### src/srgb_pc_pkg.sv
`default_nettype none

package srgb_pc_pkg;

    localparam int PIX_W      = 32;
    localparam int COV_W      = 8;
    localparam int CFG_IDX_W  = 8;
    localparam int CFG_DATA_W = 32;

    localparam int ROOT_W     = 50;
    localparam int ROOT_STEPS = 25;

    localparam logic [CFG_IDX_W-1:0] REG_OVER_ENABLE    = 8'd0;
    localparam logic [CFG_IDX_W-1:0] REG_COVERAGE_MODE  = 8'd1;
    localparam logic [CFG_IDX_W-1:0] REG_COVERAGE_FIRST = 8'd2;

    localparam logic [1:0] COV_IGNORE = 2'd0;
    localparam logic [1:0] COV_SCALE  = 2'd1;
    localparam logic [1:0] COV_LERP   = 2'd2;

    typedef enum logic [1:0] {
        OP_PASS,
        OP_SCALE,
        OP_LERP,
        OP_OVER
    } t_op;

    typedef logic [24:0] t_lut [256];

    function automatic longint unsigned fifth_q30(input longint unsigned y);
        longint unsigned y2;
        longint unsigned y4;
        y2 = (y * y) >> 30;
        y4 = (y2 * y2) >> 30;
        return (y4 * y) >> 30;
    endfunction

    function automatic t_lut build_decode_lut(input int lb);
        t_lut            lut;
        longint unsigned t;
        longint unsigned lo;
        longint unsigned hi;
        longint unsigned mid;
        longint unsigned t2;
        longint unsigned r2;
        longint unsigned l30;
        for (int i = 0; i < 256; i++) begin
            if (i <= 10) begin
                lut[i] = 25'(((longint'(i) * 100 << lb) + 164730) / 329460);
            end else begin
                t  = ((longint'(i) * 1000 + 14025) << 30) / 269025;
                lo = 0;
                hi = longint'(1) << 30;
                while (lo < hi) begin
                    mid = (lo + hi + 1) >> 1;
                    if (fifth_q30(mid) <= t) begin
                        lo = mid;
                    end else begin
                        hi = mid - 1;
                    end
                end
                t2     = (t * t) >> 30;
                r2     = (lo * lo) >> 30;
                l30    = (t2 * r2) >> 30;
                lut[i] = 25'((l30 + (longint'(1) << (29 - lb))) >> (30 - lb));
            end
        end
        return lut;
    endfunction

    function automatic t_lut build_unit_lut(input int lb);
        t_lut lut;
        for (int i = 0; i < 256; i++) begin
            lut[i] = 25'(((longint'(i) << lb) + 127) / 255);
        end
        return lut;
    endfunction

    function automatic logic [7:0] round_byte(input logic [31:0] v);
        logic [32:0] b;
        b = ({1'b0, v} + 33'd32768) >> 16;
        return (b > 33'd255) ? 8'hFF : b[7:0];
    endfunction

endpackage

`default_nettype wire

### src/srgb_pc_sqrt_cell.sv
`default_nettype none

module srgb_pc_sqrt_cell import srgb_pc_pkg::*; #(
    parameter int STEP = 0,
    parameter int TW   = 1
) (
    input  wire logic              i_clk,
    input  wire logic              i_en,
    input  wire logic [ROOT_W-1:0] i_v,
    input  wire logic [ROOT_W-1:0] i_res,
    input  wire logic [TW-1:0]     i_tag,
    output logic      [ROOT_W-1:0] o_v,
    output logic      [ROOT_W-1:0] o_res,
    output logic      [TW-1:0]     o_tag
);

    localparam logic [ROOT_W-1:0] BIT = ROOT_W'(1) << (2 * STEP);

    logic [ROOT_W-1:0] n_try;
    logic [ROOT_W-1:0] n_v;
    logic [ROOT_W-1:0] n_res;
    logic [ROOT_W-1:0] r_v;
    logic [ROOT_W-1:0] r_res;
    logic [TW-1:0]     r_tag;

    always_comb begin
        n_try = i_res + BIT;
        if (i_v >= n_try) begin
            n_v   = i_v - n_try;
            n_res = (i_res >> 1) + BIT;
        end else begin
            n_v   = i_v;
            n_res = i_res >> 1;
        end
    end

    always_ff @(posedge i_clk) begin
        if (i_en) begin
            r_v   <= n_v;
            r_res <= n_res;
            r_tag <= i_tag;
        end
    end

    assign o_v   = r_v;
    assign o_res = r_res;
    assign o_tag = r_tag;

endmodule

`default_nettype wire

### src/srgb_pc_root.sv
`default_nettype none

module srgb_pc_root import srgb_pc_pkg::*; #(
    parameter int TW = 1
) (
    input  wire logic                  i_clk,
    input  wire logic [ROOT_STEPS-1:0] i_en,
    input  wire logic [ROOT_W-1:0]     i_arg,
    input  wire logic [TW-1:0]         i_tag,
    output logic      [ROOT_STEPS-1:0] o_root,
    output logic      [TW-1:0]         o_tag
);

    logic [ROOT_W-1:0] w_v   [ROOT_STEPS+1];
    logic [ROOT_W-1:0] w_res [ROOT_STEPS+1];
    logic [TW-1:0]     w_tag [ROOT_STEPS+1];

    assign w_v[0]   = i_arg;
    assign w_res[0] = '0;
    assign w_tag[0] = i_tag;

    for (genvar g = 0; g < ROOT_STEPS; g++) begin : g_cell
        srgb_pc_sqrt_cell #(
            .STEP (ROOT_STEPS - 1 - g),
            .TW   (TW)
        ) u_cell (
            .i_clk (i_clk),
            .i_en  (i_en[g]),
            .i_v   (w_v[g]),
            .i_res (w_res[g]),
            .i_tag (w_tag[g]),
            .o_v   (w_v[g+1]),
            .o_res (w_res[g+1]),
            .o_tag (w_tag[g+1])
        );
    end

    assign o_root = w_res[ROOT_STEPS][ROOT_STEPS-1:0];
    assign o_tag  = w_tag[ROOT_STEPS];

endmodule

`default_nettype wire
### config.mk
export PLATFORM = sky130hd
export DESIGN_NAME = srgb_pc_root
export DESIGN_NICKNAME = d
export VERILOG_FILES = /design/src/srgb_pc_pkg.sv /design/src/srgb_pc_sqrt_cell.sv /design/src/srgb_pc_root.sv
export SDC_FILE = /design/constraint.sdc
export NUM_CORES = 2
export LEC_CHECK = 0
export BUFFER_PORTS_ARGS = -buffer_cell sky130_fd_sc_hd__buf_2
export CAP_MARGIN = 20
export CORE_UTILIZATION = 60
export DETAILED_ROUTE_END_ITERATION = 10
export PLACE_DENSITY = 0.83
export SYNTH_ARGS = -nofsm -noshare
export SYNTH_HDL_FRONTEND = slang
export SYNTH_SLANG_ARGS = --single-unit
### constraint.sdc
create_clock -name i_clk -period 6.6 [get_ports i_clk]
set_clock_uncertainty 0.1 [all_clocks]
set_input_delay 0.99 -clock i_clk [delete_from_list [all_inputs] [get_ports i_clk]]
set_output_delay 0.99 -clock i_clk [all_outputs]
set_load 0.05 [all_outputs]
# Word-level counts from Yosys, hierarchy flattened
# Cells that the tools add are included.
# totals
register_bits,2450
input_bits,77
out_inout_bits,26
word_cells,243
# op_classes
add_sub_neg,72
magnitude_cmp,25
muxes,49
# op_table
op,n
greater-or-equal comparator 50 bit,24
two-way mux 50 bit,24
two-way mux 49 bit,24
subtractor 50 bit,23
"adder 49 x 11 -> 50 bit, second input constant",1
"adder 49 x 13 -> 50 bit, second input constant",1
"adder 49 x 15 -> 50 bit, second input constant",1
"adder 49 x 17 -> 50 bit, second input constant",1
"adder 49 x 19 -> 50 bit, second input constant",1
"adder 49 x 21 -> 50 bit, second input constant",1
"adder 49 x 23 -> 50 bit, second input constant",1
"adder 49 x 25 -> 50 bit, second input constant",1
"adder 49 x 27 -> 50 bit, second input constant",1
"adder 49 x 29 -> 50 bit, second input constant",1
"adder 49 x 3 -> 50 bit, second input constant",1
"adder 49 x 31 -> 50 bit, second input constant",1
"adder 49 x 33 -> 50 bit, second input constant",1
"adder 49 x 35 -> 50 bit, second input constant",1
"adder 49 x 37 -> 50 bit, second input constant",1
"adder 49 x 39 -> 50 bit, second input constant",1
"adder 49 x 41 -> 50 bit, second input constant",1
"adder 49 x 43 -> 50 bit, second input constant",1
"adder 49 x 45 -> 50 bit, second input constant",1
"adder 49 x 47 -> 50 bit, second input constant",1
31 further kinds,31

# Depth between registers and ports, before layout
# logic_depth
depth_word,3
mapped_depth,13
depth_no_buf,12

# Modules after synthesis
# From an unflattened synthesis, not the netlist that was laid out.
# unflattened
hier_cells,20512
area_unflattened_um2,191633.8
# by_module_without_submodules
module,instances,cells_each,area_each_um2,seq_area_each_um2
srgb_pc_sqrt_cell (g_cell[24].u_cell),1,976,8565.7,3032.9
srgb_pc_sqrt_cell (g_cell[23].u_cell),1,973,8515.7,3032.9
srgb_pc_sqrt_cell (g_cell[22].u_cell),1,880,8334.2,3032.9
srgb_pc_sqrt_cell (g_cell[21].u_cell),1,953,8318.0,3032.9
srgb_pc_sqrt_cell (g_cell[20].u_cell),1,907,8306.7,3032.9
srgb_pc_sqrt_cell (g_cell[14].u_cell),1,842,8264.2,3032.9
srgb_pc_sqrt_cell (g_cell[19].u_cell),1,908,8182.8,3032.9
srgb_pc_sqrt_cell (g_cell[18].u_cell),1,896,8082.8,3032.9
srgb_pc_sqrt_cell (g_cell[17].u_cell),1,888,7992.7,3032.9
srgb_pc_sqrt_cell (g_cell[10].u_cell),1,826,7922.6,3032.9
srgb_pc_sqrt_cell (g_cell[16].u_cell),1,859,7912.6,3032.9
srgb_pc_sqrt_cell (g_cell[15].u_cell),1,861,7762.4,3032.9
srgb_pc_sqrt_cell (g_cell[13].u_cell),1,831,7723.7,3032.9
srgb_pc_sqrt_cell (g_cell[12].u_cell),1,842,7601.0,3032.9
+12 rows,-,-,-,-

# Worst setup path after synthesis
# No wires, ideal clock.
# synth_path
path_type,register -> register
start,register g_cell[20].u_cell.r_v[8]
end,"register g_cell[21].u_cell.r_v[28], data pin"
setup_time_ps,260
t_arrival_ps,2873
required_time_ps,6240
setup_slack_ps,3367
stages_incl_launch_ff,11
n_path_buf,0
synth_period_minus_slack_ps,3233
path_cell_list,edfxtp_1 ha_1 nor2b_1 o31a_1 o32ai_1 nor4_1 or4_1 a21oi_1 o21bai_1 xnor2_1 mux2_2
# synth_via
elab_chain_cells,2
word_cells_on_any_way,3
cone_classes,add/sub: 1; order compare: 1; mux: 1
# synth_rtl
item,line_no,text
"start, declared",srgb_pc_sqrt_cell.sv:22,logic [ROOT_W-1:0] r_v;
"start signal, assigned",srgb_pc_sqrt_cell.sv:39,r_v <= n_v;
subtractor 50 bit / greater-or-equal comparator 50 bit (equally long branches),"srgb_pc_sqrt_cell.sv:29, srgb_pc_sqrt_cell.sv:28",
two-way mux 50 bit (*),srgb_pc_sqrt_cell.sv:28,if (i_v >= n_try) begin
via g_cell[21].u_cell.n_v[28],srgb_pc_sqrt_cell.sv:20,logic [ROOT_W-1:0] n_v;
"end signal, assigned",srgb_pc_sqrt_cell.sv:39,
"end, declared",srgb_pc_sqrt_cell.sv:22,
# Mark *: on every way through the listed nets, which the timed path passes. The rest lies on a longest branch.
# A chain may end at the register's enable or synchronous reset.

# Worst setup path after layout
# layout_path
start,register g_cell[12].u_cell.r_v[36]
end,"register g_cell[13].u_cell.r_v[49], data pin"
# layout_via
elab_chain_cells,2
word_cells_on_any_way,3
cone_classes,add/sub: 1; order compare: 1; mux: 1
# layout_rtl
item,line_no
"start, declared",srgb_pc_sqrt_cell.sv:22
"start signal, assigned",srgb_pc_sqrt_cell.sv:39
subtractor 50 bit / greater-or-equal comparator 50 bit (equally long branches),"srgb_pc_sqrt_cell.sv:29, srgb_pc_sqrt_cell.sv:28"
two-way mux 50 bit (*),srgb_pc_sqrt_cell.sv:28
via g_cell[13].u_cell.n_v[49],srgb_pc_sqrt_cell.sv:20
"end signal, assigned",srgb_pc_sqrt_cell.sv:39
"end, declared",srgb_pc_sqrt_cell.sv:22
# Marked as above.

==> impl_summary.txt <==
----------------------------------------------------
[Timing]
  Clock period minus final worst setup slack ... 4.362 ns
  Number of endpoints with negative hold slack in the final report ... 0
  Fin Setup TNS ... 0 ns
  Worst path setup slack after routing ... 2.238 ns
  Peak Freq ... 0.2292 GHz
  Max-slew violations ... 0
  Normalized max-slew margin ... approximately a third
  Setup repair after global routing missed its margin ... no
  Final critical-path share of the clock period ... between 60% and 70%
  Setup Viol. Count Final ... 0
  Slew @ Worst Pin ... 1.023 ns

[Global route]
  Pin count of the biggest net entering global routing ... 76
  Initial antenna violation count ... 3
  GRT Overall Usage ... between 20% and 30%
  Remaining global-route overflow ... 0
  Via count of the first global-routing pass ... 46249
  Wire length of the first global-routing pass ... 253700 um

[Clocking]
  Number of setup buffers added after CTS ... 0
  Clock Pin Slew Worst Setup and Hold Paths ... 0.07 ns
  Maximum clock path buffer count ... 3
  TritonCTS Sinks ... between 1500 and 2000
  Level count of the clock H-tree ... 4
  CTS tree ... yes
  CTS hold repair buffers ... 0
  Total of cells resized after clock tree synthesis ... 0
  Skew-Pair Late Insertion Delay ... 0.82 ns
  Library cell used as clock root buffer ... sky130_fd_sc_hd__clkbuf_16
  Total CTS buffers ... 154

[Synthesis]
  Synthesized area ... 73250 sq um
  EDFF count, synth ... around 1600
  Simple-gate share of the synthesized area ... 11.65%
  Multiplexer fraction of the synthesized cell area ... 0.7858%
  Flip-flop cell with the highest count after synthesis ... sky130_fd_sc_hd__edfxtp_1
  Post-synthesis register bit count ... 1550
  Fraction of the yosys area taken by sequential cells ... 63.55%
  Area share of fa/ha/maj cells after synthesis ... 5.910%
  Number of nets in the synthesized netlist ... 6152
  Mapped Avg Cell Area ... between 10 and 15 sq um
  Synth Area in XOR/XNOR ... 6.122%
  Synthesized netlist cell count ... between 5000 and 6000
  Unique masters post-synth ... between 90 and 100
  Largest family of logic cells by synthesized area ... simple AND/OR/NAND/NOR gates
  Complex-gate fraction of the synthesized area ... 9.286%
  Ys async rst share ... 0%
  Yosys Warn Count ... 0

[Floorplan]
  Io pins ... 103
  Placeable core area ... 120400 sq um
  DIE AREA ... 123500 sq um
  Site Rows ... between 100 and 150
  Die outline height ... between 300 and 400 um
  Horizontal extent of the die ... 351.4 um
  Starting density of the core ... around three fifths

[Critical path]
  Critical Path RT ... 7.03 ns
  Crit Path Max Fanout ... 22
  Crit path top cell by count ... sky130_fd_sc_hd__nor4b_1
  Critical path capture point type ... flop
  Slowest stage cell on the critical path ... sky130_fd_sc_hd__inv_1
  Highest cell delay on the worst timing path ... 0.61 ns
  Chain of cells forming the critical path ... ha_1 -> nor4b_1 -> clkdlybuf4s18_2 -> nand4_1 -> nor3_1 -> nor4b_1 -> nand2_1 -> nor2_1 -> inv_1 -> nand3_1 -> nor4_1 -> xor2_1
  Arrival time worst endpoint ... 4.79 ns
  Critical path start-end classification ... reg2reg
  Critical path launch point type ... flop

[Flow run]
  Max capacitance violation total ... 0

[Placement]
  Final GP Congestion ... just over 0.9
  Post-DP HPWL ... 116700 um
  Pre-CTS setup slack ... around 2.3 ns
  # port buffers ... slightly above 100

[Finish]
  Number of filler instances in the final layout ... 8314
  Total area of multi-input combinational cells ... 24760 sq um
  Layout area overhead ... 10.42%
  Sequential cell area in the final layout ... 46540 sq um
  Net count, final ... 6357
  Share of post-route cells with drive strength above 1 ... approximately 7.5%

[Power and ir drop]
  Power density over the cells ... approximately 340 nW/um^2
  Peak supply drop ... around 0.29 mV
  Power, Total ... 27.15 mW
  Static Leak ... about 30 nW

[Route]
  Vias per inst ... between 6 and 7
  DRT Wirelength ... 164700 um
  Total iterations of the first detailed-routing run ... 8
  Number of DRC markers in iteration 0 ... 4592
  Mean routed wirelength per cell ... between 20 and 25 um
  Final routed DRC violation total ... 0
  Count of antenna-violating nets left after detailed routing ... 0
  Via count ... 46769

[Hold path]
  Hold Crit Class ... in2reg

[Outcome]
  Status ... finished, final reports clean

----------------------------------------------------
power breakdown:
| part | internal [mW] | switching (mW) | leakage (nW) |
|---|---|---|---|
| Sequential | 12.4 | 0.978 | 14.9 |
| Combinational | 2.06 | 2.98 | 12.9 |
| Clock | 4.85 | 3.87 | 2.43 |
| Total | 19.3 | 7.82 | 30.2 |
cell type report:
class / count / area share, %
multi-input cells: 3657 / 30.61
flip-flops and latches: 1550 / 57.55
diodes: 1 / 0.003094
well taps: 1612 / 2.494
inverters: 427 / 1.982
clock inverters: 92 / 1.388
clock buffers: 187 / 4.918
repair buffers: 144 / 1.058
synthesized netlist by cell type, drive strengths merged (14+ instances only):
library cell,n,area (sq um)
a211o,14,122.6
nor3,163,820.8
or3,55,344.1
nand2b,76,483.0
edfxtp,1550,46540
a21o,105,788.3
o31ai,22,165.2
nor4,198,1279
xnor2,264,2312
a211oi,36,275.3
mux2,44,495.5
nor2b,54,337.8
nand2,397,1490
nand4,72,450.4
nor4b,26,234.0
ha,346,4329
nor2,339,1272
xor2,248,2172
a21oi,342,1712
a31oi,24,150.1
o21bai,28,210.2
o21ai,312,1562
and3,16,105.1
nand4b,20,175.2
nand3b,19,142.6
nor3b,17,127.6
and2,18,112.6
clkbuf,84,315.3
inv,427,1603
o211ai,29,227.7
nand3,84,420.4
a2111oi,15,137.6
o21a,67,503.0
or2,21,131.4
or4,42,319.1
sequential cells by signal, summed over array words and instances, names as in the netlist:
register	count
g_cell.u_cell.o_res	325
g_cell.u_cell.o_v	1200
g_cell.u_cell.o_tag	25
path summary, 6_finish.rpt:
check / to / cells past startpoint / from / slack (ns)
worst max-delay path: g_cell[13].u_cell.o_v[49] / 12 / g_cell[12].u_cell.o_v[36] / 2.24
worst min-delay path: g_cell[0].u_cell.o_v[42] / 1 / i_arg[42] / 0.24
worst max register to register: g_cell[13].u_cell.o_v[49] / 12 / g_cell[12].u_cell.o_v[36] / 2.24
worst min register to register: g_cell[1].u_cell.o_tag / 0 / g_cell[0].u_cell.o_tag / 0.32
cell families (layout without fill, tap and decap cells):
kind of cell,Yosys count,in the layout
AOI/OAI and AO/OA,1100,1100
muxes,52,52
DFF,1550,1550
buffers and inverters,522,850
adders and majority gates,346,346
xor gates and xnor gates,512,512
and+or+nand+nor,1647,1647
other,0,1
metal layers:
metal  track usage, %  vias up  part of all wire, %
met4            12.17        2                  4.3
met5                0        -                0.012
met2            47.31     1877                   51
met1            31.62    22585                   38
met3            4.457      430                  6.1
li1                 -    21875                    -
worst max-delay path, delay by kind of cell (launching register included):
kind                       cells  cell delay (ns)
buffers and inverters          2             0.95
adders and majority gates      1             0.42
xor gates and xnor gates       1             0.12
DFF                            1             0.42
and+or+nand+nor                8             2.11
placed cells by master, fill, tap and decap left out, types with 105 or more instances in the layout:
master / instances
sky130_fd_sc_hd__xnor2_1: 264
sky130_fd_sc_hd__nor3_1: 161
sky130_fd_sc_hd__nor2_1: 339
sky130_fd_sc_hd__edfxtp_1: 1550
sky130_fd_sc_hd__a21o_1: 105
sky130_fd_sc_hd__nor4_1: 193
sky130_fd_sc_hd__a21oi_1: 340
sky130_fd_sc_hd__o21ai_0: 308
sky130_fd_sc_hd__ha_1: 346
sky130_fd_sc_hd__clkbuf_16: 154
sky130_fd_sc_hd__nand2_1: 397
sky130_fd_sc_hd__xor2_1: 248
sky130_fd_sc_hd__inv_1: 425
metrics by stage:
step	area (sq um)	hold slack [ns]	utilization, %	std cells
floorplan	73250	0.3003	-	5729
global placement	75710	0.3011	62.86	7385
detailed placement	75730	0.3045	62.87	7387
CTS	80830	0.1852	67.10	7666
global route	80880	0.2091	67.15	7670
finish	80880	0.2354	67.15	7670
Power figures use the tool's default switching activity.
